File: src/sv/ragg_pkg.sv
// ----------------------------------------------------------------------------
// Running aggregate package
// Shared widths, codes, controller states and command/status structs.
// ----------------------------------------------------------------------------
package ragg_pkg;

  localparam int COUNT_BITS   = 24;
  localparam int SAMPLE_BITS  = 24;
  localparam int VAL_BITS     = 48;
  localparam int DIV_CNT_BITS = $clog2(VAL_BITS);

  typedef enum logic [1:0] {
    ACT_ADD   = 2'd0,
    ACT_READ  = 2'd1,
    ACT_CLEAR = 2'd2
  } ragg_act_e;

  typedef enum logic [2:0] {
    MODE_MIN   = 3'd0,
    MODE_MAX   = 3'd1,
    MODE_SUM   = 3'd2,
    MODE_MEAN  = 3'd3,
    MODE_COUNT = 3'd4
  } ragg_mode_e;

  typedef enum logic [2:0] {
    ST_IDLE = 3'b001,
    ST_DIV  = 3'b010,
    ST_LOAD = 3'b100
  } ragg_state_e;

  typedef struct packed {
    logic add;
    logic clr;
    logic div_start;
    logic div_step;
    logic load_direct;
    logic load_div;
  } ragg_cmd_t;

  typedef struct packed {
    logic need_div;
    logic div_last;
    logic count_mode;
  } ragg_sts_t;

endpackage

File: src/sv/ragg_ctrl.sv
// ----------------------------------------------------------------------------
// Running aggregate controller
// Handshake control, one-hot sequencer for the mean divide and result valid.
// ----------------------------------------------------------------------------
module ragg_ctrl (
  input  logic                clk_i,
  input  logic                rst_ni,
  input  logic                in_valid_i,
  output logic                in_ready_o,
  input  logic [1:0]          action_i,
  output logic                out_valid_o,
  input  logic                out_ready_i,
  input  ragg_pkg::ragg_sts_t sts_i,
  output ragg_pkg::ragg_cmd_t cmd_o
);

  ragg_pkg::ragg_state_e state_q, state_d;
  logic                  out_valid_q, out_valid_d;
  logic                  out_free;
  logic                  in_fire;

  assign out_free    = !out_valid_q || out_ready_i;
  assign in_ready_o  = (state_q == ragg_pkg::ST_IDLE) &&
                       ((action_i != ragg_pkg::ACT_READ) || out_free);
  assign in_fire     = in_valid_i && in_ready_o;
  assign out_valid_o = out_valid_q;

  always_comb begin
    state_d     = state_q;
    out_valid_d = out_valid_q && !out_ready_i;
    cmd_o       = '0;
    case (state_q)
      ragg_pkg::ST_IDLE: begin
        if (in_fire) begin
          case (action_i)
            ragg_pkg::ACT_ADD:   cmd_o.add = 1'b1;
            ragg_pkg::ACT_CLEAR: cmd_o.clr = 1'b1;
            ragg_pkg::ACT_READ: begin
              if (sts_i.need_div) begin
                cmd_o.div_start = 1'b1;
                state_d         = ragg_pkg::ST_DIV;
              end else begin
                cmd_o.load_direct = 1'b1;
                out_valid_d       = 1'b1;
              end
            end
            default: ;
          endcase
        end
      end
      ragg_pkg::ST_DIV: begin
        cmd_o.div_step = 1'b1;
        if (sts_i.div_last) begin
          state_d = ragg_pkg::ST_LOAD;
        end
      end
      ragg_pkg::ST_LOAD: begin
        if (out_free) begin
          cmd_o.load_div = 1'b1;
          out_valid_d    = 1'b1;
          state_d        = ragg_pkg::ST_IDLE;
        end
      end
      default: state_d = ragg_pkg::ST_IDLE;
    endcase
  end

  always_ff @(posedge clk_i or negedge rst_ni) begin
    if (!rst_ni) begin
      state_q     <= ragg_pkg::ST_IDLE;
      out_valid_q <= 1'b0;
    end else begin
      state_q     <= state_d;
      out_valid_q <= out_valid_d;
    end
  end

endmodule

File: src/sv/ragg_dp.sv
// ----------------------------------------------------------------------------
// Running aggregate datapath
// Mode register, running value and count, bit-serial divider, result register.
// ----------------------------------------------------------------------------
module ragg_dp (
  input  logic                                    clk_i,
  input  logic                                    rst_ni,
  input  logic                                    mode_we_i,
  input  logic [2:0]                              mode_wdata_i,
  input  logic signed [ragg_pkg::SAMPLE_BITS-1:0] sample_value_i,
  input  ragg_pkg::ragg_cmd_t                     cmd_i,
  output ragg_pkg::ragg_sts_t                     sts_o,
  output logic signed [ragg_pkg::VAL_BITS-1:0]    result_value_o,
  output logic                                    empty_res_o
);

  localparam int VB = ragg_pkg::VAL_BITS;
  localparam int CB = ragg_pkg::COUNT_BITS;
  localparam int SB = ragg_pkg::SAMPLE_BITS;
  localparam int DB = ragg_pkg::DIV_CNT_BITS;
  localparam logic signed [VB-1:0] SUM_MAX = {1'b0, {(VB-1){1'b1}}};
  localparam logic signed [VB-1:0] SUM_MIN = {1'b1, {(VB-1){1'b0}}};

  logic [2:0]           mode_q;
  logic signed [VB-1:0] run_q, run_d;
  logic [CB-1:0]        cnt_q, cnt_d;
  logic [VB-1:0]        dvd_q, dvd_d;
  logic [CB-1:0]        rem_q, rem_d;
  logic [DB-1:0]        step_q, step_d;
  logic                 neg_q, neg_d;
  logic signed [VB-1:0] res_q, res_d;
  logic                 empty_q, empty_d;

  logic signed [VB-1:0] samp_ext;
  logic signed [VB:0]   sum_full;
  logic signed [VB-1:0] sum_sat;
  logic                 cnt_empty;
  logic [VB-1:0]        run_abs;
  logic [CB:0]          rem_sh;
  logic                 rem_ge;
  logic [CB:0]          rem_sub;

  assign samp_ext  = {{(VB-SB){sample_value_i[SB-1]}}, sample_value_i};
  assign sum_full  = {run_q[VB-1], run_q} + {samp_ext[VB-1], samp_ext};
  assign sum_sat   = (sum_full[VB] != sum_full[VB-1]) ? (sum_full[VB] ? SUM_MIN : SUM_MAX)
                                                      : sum_full[VB-1:0];
  assign cnt_empty = (cnt_q == '0);
  assign run_abs   = run_q[VB-1] ? (-run_q) : run_q;
  assign rem_sh    = {rem_q, dvd_q[VB-1]};
  assign rem_ge    = rem_sh >= {1'b0, cnt_q};
  assign rem_sub   = rem_sh - {1'b0, cnt_q};

  assign sts_o.need_div   = (mode_q == ragg_pkg::MODE_MEAN) && !cnt_empty;
  assign sts_o.div_last   = (step_q == DB'(VB-1));
  assign sts_o.count_mode = (mode_q == ragg_pkg::MODE_COUNT);

  always_comb begin
    run_d = run_q;
    cnt_d = cnt_q;
    if (cmd_i.clr) begin
      run_d = '0;
      cnt_d = '0;
    end else if (cmd_i.add) begin
      case (mode_q)
        ragg_pkg::MODE_MIN: begin
          if (cnt_empty || (samp_ext < run_q)) run_d = samp_ext;
        end
        ragg_pkg::MODE_MAX: begin
          if (cnt_empty || (samp_ext > run_q)) run_d = samp_ext;
        end
        ragg_pkg::MODE_SUM, ragg_pkg::MODE_MEAN: run_d = sum_sat;
        default: ;
      endcase
      if (cnt_q != '1) cnt_d = cnt_q + CB'(1);
    end
  end

  always_comb begin
    dvd_d  = dvd_q;
    rem_d  = rem_q;
    step_d = step_q;
    neg_d  = neg_q;
    if (cmd_i.div_start) begin
      dvd_d  = run_abs;
      rem_d  = '0;
      step_d = '0;
      neg_d  = run_q[VB-1];
    end else if (cmd_i.div_step) begin
      dvd_d  = {dvd_q[VB-2:0], rem_ge};
      rem_d  = rem_ge ? rem_sub[CB-1:0] : rem_sh[CB-1:0];
      step_d = step_q + DB'(1);
    end
  end

  always_comb begin
    res_d   = res_q;
    empty_d = empty_q;
    if (cmd_i.load_div) begin
      res_d   = neg_q ? (-dvd_q) : dvd_q;
      empty_d = 1'b0;
    end else if (cmd_i.load_direct) begin
      empty_d = cnt_empty && (mode_q != ragg_pkg::MODE_COUNT);
      case (mode_q)
        ragg_pkg::MODE_MIN, ragg_pkg::MODE_MAX, ragg_pkg::MODE_SUM: res_d = run_q;
        ragg_pkg::MODE_COUNT: res_d = {{(VB-CB){1'b0}}, cnt_q};
        default:              res_d = '0;
      endcase
    end
  end

  always_ff @(posedge clk_i or negedge rst_ni) begin
    if (!rst_ni) begin
      mode_q <= ragg_pkg::MODE_MEAN;
      run_q  <= '0;
      cnt_q  <= '0;
    end else begin
      if (mode_we_i) mode_q <= mode_wdata_i;
      run_q <= run_d;
      cnt_q <= cnt_d;
    end
  end

  always_ff @(posedge clk_i) begin
    dvd_q   <= dvd_d;
    rem_q   <= rem_d;
    step_q  <= step_d;
    neg_q   <= neg_d;
    res_q   <= res_d;
    empty_q <= empty_d;
  end

  assign result_value_o = res_q;
  assign empty_res_o    = empty_q;

endmodule

File: src/sv/running_aggregate_top.sv
// ----------------------------------------------------------------------------
// Running aggregate top level
// Running min, max, sum, mean or count over signed Q15.8 samples.
// ----------------------------------------------------------------------------
// Input channel (in_valid_i/in_ready_o) carries action_i and sample_value_i:
// add, read or clear. Only a read produces a transfer on the output channel
// (out_valid_o/out_ready_i) with result_value_o and empty_res_o.
// mode_we_i writes the aggregate kind from mode_wdata_i; the user must do so
// only while the block idles; the block does not enforce this. Adds and
// clears stream at one per cycle while no mean read runs. A read in min,
// max, sum or count mode, or of an empty mean, shows its result the cycle
// after it is taken. A mean read runs a restoring divider, one quotient bit
// a cycle, then loads the result once the output side is free; no item is
// taken meanwhile.
// The result register frees the input side: adds and clears go on while a
// result waits; a read waits only until the held result is taken.
// Reset empties the window and sets mean mode.
// ----------------------------------------------------------------------------
module running_aggregate_top (
  input  logic                                    clk_i,
  input  logic                                    rst_ni,
  input  logic                                    in_valid_i,
  output logic                                    in_ready_o,
  input  logic [1:0]                              action_i,
  input  logic signed [ragg_pkg::SAMPLE_BITS-1:0] sample_value_i,
  output logic                                    out_valid_o,
  input  logic                                    out_ready_i,
  output logic signed [ragg_pkg::VAL_BITS-1:0]    result_value_o,
  output logic                                    empty_res_o,
  input  logic                                    mode_we_i,
  input  logic [2:0]                              mode_wdata_i
);

  ragg_pkg::ragg_cmd_t cmd;
  ragg_pkg::ragg_sts_t sts;

  ragg_ctrl u_ctrl (
    .clk_i       (clk_i),
    .rst_ni      (rst_ni),
    .in_valid_i  (in_valid_i),
    .in_ready_o  (in_ready_o),
    .action_i    (action_i),
    .out_valid_o (out_valid_o),
    .out_ready_i (out_ready_i),
    .sts_i       (sts),
    .cmd_o       (cmd)
  );

  ragg_dp u_dp (
    .clk_i          (clk_i),
    .rst_ni         (rst_ni),
    .mode_we_i      (mode_we_i),
    .mode_wdata_i   (mode_wdata_i),
    .sample_value_i (sample_value_i),
    .cmd_i          (cmd),
    .sts_o          (sts),
    .result_value_o (result_value_o),
    .empty_res_o    (empty_res_o)
  );

  a_count_read_direct : assert property (@(posedge clk_i) disable iff (!rst_ni)
    in_valid_i && in_ready_o && (action_i == ragg_pkg::ACT_READ) && sts.count_mode
    |=> out_valid_o && !empty_res_o)
    else $error("count read did not give a non-empty result next cycle");

  a_mean_read_busy : assert property (@(posedge clk_i) disable iff (!rst_ni)
    in_valid_i && in_ready_o && (action_i == ragg_pkg::ACT_READ) && sts.need_div
    |=> !in_ready_o)
    else $error("input taken while dividing");

  a_single_cmd : assert property (@(posedge clk_i) disable iff (!rst_ni)
    $onehot0({cmd.add, cmd.clr, cmd.div_start, cmd.div_step, cmd.load_direct}))
    else $error("conflicting datapath commands");

endmodule

File: config.mk
export PLATFORM = sky130hd
export DESIGN_NAME = running_aggregate_top
export DESIGN_NICKNAME = d
export VERILOG_FILES = /design/src/sv/ragg_pkg.sv /design/src/sv/ragg_ctrl.sv /design/src/sv/ragg_dp.sv /design/src/sv/running_aggregate_top.sv
export SDC_FILE = /design/constraint.sdc
export NUM_CORES = 1
export LEC_CHECK = 0
export BUFFER_PORTS_ARGS = -buffer_cell sky130_fd_sc_hd__buf_2
export CORE_MARGIN = 2
export CORE_UTILIZATION = 40
export DETAILED_ROUTE_END_ITERATION = 10
export PLACE_DENSITY = 0.6
export REMOVE_ABC_BUFFERS = 1
export SYNTH_ARGS = -nofsm -noshare
export SYNTH_HDL_FRONTEND = slang
export SYNTH_SLANG_ARGS = --single-unit
export TNS_END_PERCENT = 20
File: constraint.sdc
create_clock -name clk_i -period 3.8 [get_ports clk_i]
set_input_delay 0 -clock clk_i [delete_from_list [all_inputs] [get_ports clk_i]]
set_output_delay 0 -clock clk_i [all_outputs]
set_load 0.1 [all_outputs]
==> flow_summary.ini <==
[setup_path]
required_ns = 4.08
crit_type = reg -> reg
path_common_cell = or3_4
crit_buf_inv = 0
arrival_ns = 4.03
path_max_fanout = 5
slowest_stage = or4_1
cp_slowest_stage_delay_ns = 0.58
path_cells = or4_1, nand2b_4, nor4b_4, nand3_1, or4_4, or3_4, or3_4, o31ai_4, xnor2_1, o21ai_2
endpoint_kind = register
crit_path_start_kind = register
critical_path.top_delay_family = simple AND/OR/NAND/NOR gates

[logic_synthesis]
synth_area_per_cell_um2 = 8.56
syn_inst = 1929
syn_area_mm2 = 0.0165
synth_edf_count = 97
ys_warn_count = 0
synthArstFlopShare = 0.382
synth_cell_types = 92
ys_seq_area_frac = 0.334
synthTopCellsByArea = edfxtp_1 18%, dfrtp_1 12%, ha_1 9.5%, xnor2_1 5.7%, o21ai_0 4.8%
ys.flop_type = edfxtp_1
yosys.area.top_type_share = 0.176
ys_seq_elements = 207
yosys.area.top_type = edfxtp_1

[drt]
vias = 15600
wl_met3_um = 2440
vias_per_cell = 5.76
drt-wirelength-per-cell_um = 19.5
dr_wl_met2_um = 25300
initialDrtViolationCount = 1142
ant_nets = 0
drc = 0
wl_um = 52700
drt_pass1_iterations = 5
drt-met1-wl_um = 23000
highest_layer = met4

[grt]
grt_pass1_wl_um = 82200
grt_start_max_net_pins = 99
grt_pass1_vias = 15100
grt_usage = 0.236
overflow = 0
antenna_found_initial = 1

[cells_and_area]
instances_no_fill = 2703
seqCellArea_mm2 = 0.00551
final_cell_mix = 171 x nand2_1, 158 x buf_4, 154 x o21ai_0
syn2layout_area_growth_pct = 20.9
drive_above_1_share = 0.169
n_fill_cell = 3875
nets = 2312
final_common_cell = nand2_1
multi_input_area_mm2 = 0.0103
utilization = 0.489
postLayoutCellArea_mm2 = 0.0200

[power]
max-vdd-ir-drop_v = 0.000366
p_leak_nw = 8.28
p_per_area_mw_per_mm2 = 518

[floorplan]
initial_core_util = 0.404
io_pins = 85
die_height_um = 207
die_width_um = 207
rows = 74
dieArea_mm2 = 0.0429
coreArea_mm2 = 0.0408

[clocking]
cts_tree = done
clkLatencyLatePin_ns = 0.58
cts_buffers = 26
clk_pin_slew_ns = 0.06
htree_num_levels = 1
cts.sinks = 207
cts.path.max_buffers = 3
root_buffer = clkbuf_16

[place]
pre_cts_ws_ns = -0.0376
placedCellCount = 2607
port_buffers = 84
placed_cell_area_mm2 = 0.0185
gp_congestion = 0.926
dp_hpwl_um = 39500

[sta]
rsz0062_at_grt = true
slew_violations = 0
hold_violations = 0
post-route-min-period_ns = 3.74
hold_slack_ns = 0.0429
fin_skew_ns = 0.0417
worstMarginPinSlew_ns = 1.05
finalWorstSetupSlack_ns = 0.0558
finalCritPeriodShare = 0.985
fmax_ghz = 0.267
setup_violations = 0
slew_headroom = 0.296

[outcome]
status = complete, no violations

[hold_path]
hold_path.class = in -> async

[flow_run]
cap_violations = 0
## state kept, by name, summed over array words and instances, names as in the netlist
name and count:
u_dp.rem_q 24, u_dp.dvd_q 48, u_dp.result_value_o 48, u_dp.cnt_q 24, u_dp.empty_res_o 1, u_dp.neg_q 1, u_ctrl.state_q 3, u_dp.step_q 6
u_dp.run_q 48, u_dp.mode_q 3, u_ctrl.out_valid_o 1
## per-layer routing
metal | up-vias | GRT usage
met3 | 114 | 0.0235
met4 | 0 | 0.0788
met2 | 449 | 0.409
met5 | - | 0
li1 | 7472 | -
met1 | 7521 | 0.307
## stage by stage
step	TNS, ns	power, W
final	0	0.0103
after global routing	-0.220	0.0110
after CTS	0	0.0102
after detailed placement	-0.0486	0.00766
after global placement	-0.0812	0.00761
after floorplan	-200.54	0.00615
## layout make-up
cell class / count / share of cell area
Timing Repair Buffer: 285 / 0.106
Sequential cell: 207 / 0.276
Inverter: 128 / 0.0241
Clock buffer: 29 / 0.0332
Tap cell: 532 / 0.0333
Clock inverter: 18 / 0.0102
Antenna cell: 1 / 0.000125
Multi-Input combinational cell: 1503 / 0.517
## path summary, 6_finish.rpt
path | cells after the start | to | slack (ns) | startpoint
setup reg to reg | 10 | u_dp.dvd_q[44]$_DFFE_PP_ | 0.06 | u_dp.run_q[10]$_DFFE_PN0P_
max in group asynchronous | 3 | u_dp.cnt_q[19]$_DFFE_PN0P_ | 2.84 | rst_ni
hold reg to reg | 2 | u_dp.rem_q[1]$_SDFFE_PP0P_ | 0.48 | u_dp.rem_q[1]$_SDFFE_PP0P_
setup / recovery | 10 | u_dp.dvd_q[44]$_DFFE_PP_ | 0.06 | u_dp.run_q[10]$_DFFE_PN0P_
hold / removal | 2 | u_ctrl.out_valid_o$_DFF_PN0_ | 0.04 | rst_ni
min in group clk_i | 5 | u_dp.cnt_q[0]$_DFFE_PN0P_ | 0.06 | action_i[0]
## power by group
part           leakage, nW  switching (W)  internal, W
clock                0.419        0.00104      0.00147
combinational         5.65        0.00290      0.00206
sequential            2.21       0.000235      0.00263
## cell families (layout without fill, tap and decap cells)
family,count (synthesis),after routing,share of synthesized area
buffers and inverters,222,460,0.0545
other,0,1,0
flip-flops,207,207,0.334
AO/OA/AOI/OAI,557,560,0.221
multiplexers,29,29,0.0180
adder cells (fa/ha/maj),127,127,0.0972
XOR/XNOR,163,163,0.0865
AND/OR/NAND/NOR,624,624,0.189
## worst reg2reg max path: cells and delay by family, from the launching register on
| family | cells | cell delay (ns) |
|---|---|---|
| simple gates | 7 | 2.60 |
| xor+xnor | 1 | 0.17 |
| compound gates | 2 | 0.25 |
| flops | 1 | 0.44 |
## cells in the mapped netlist (8+ instances only)
cell type / n
o31a_1: 9
o21ai_1: 15
xnor2_1: 107
dfxtp_1: 31
ha_1: 125
nor2_1: 152
o41ai_1: 16
clkbuf_1: 76
o21a_1: 13
or2_2: 15
mux2i_1: 24
or3_1: 26
dfrtp_1: 76
inv_1: 127
a22o_1: 44
or4_1: 16
nand3_1: 57
a21oi_1: 128
nand2_1: 172
nand3b_1: 8
nand4_1: 37
o21bai_1: 14
a31oi_1: 11
nand2b_1: 20
edfxtp_1: 97
o31ai_1: 41
a221oi_1: 26
nor3_1: 33
xor2_1: 56
o21ai_0: 157
a21o_1: 16
nor2b_1: 28
nor4_1: 20
## what timing repair did
action | CTS | global route
gates cloned | 0 | 4
endpoints found under the setup margin | 25 | 66
pin swaps | 0 | 8
buffers inserted | 0 | 8
hold buffers | 36 | 0
resized for setup | 2 | 31
endpoints found under the hold margin | 84 | 0
(Power assumes the default switching activity.)
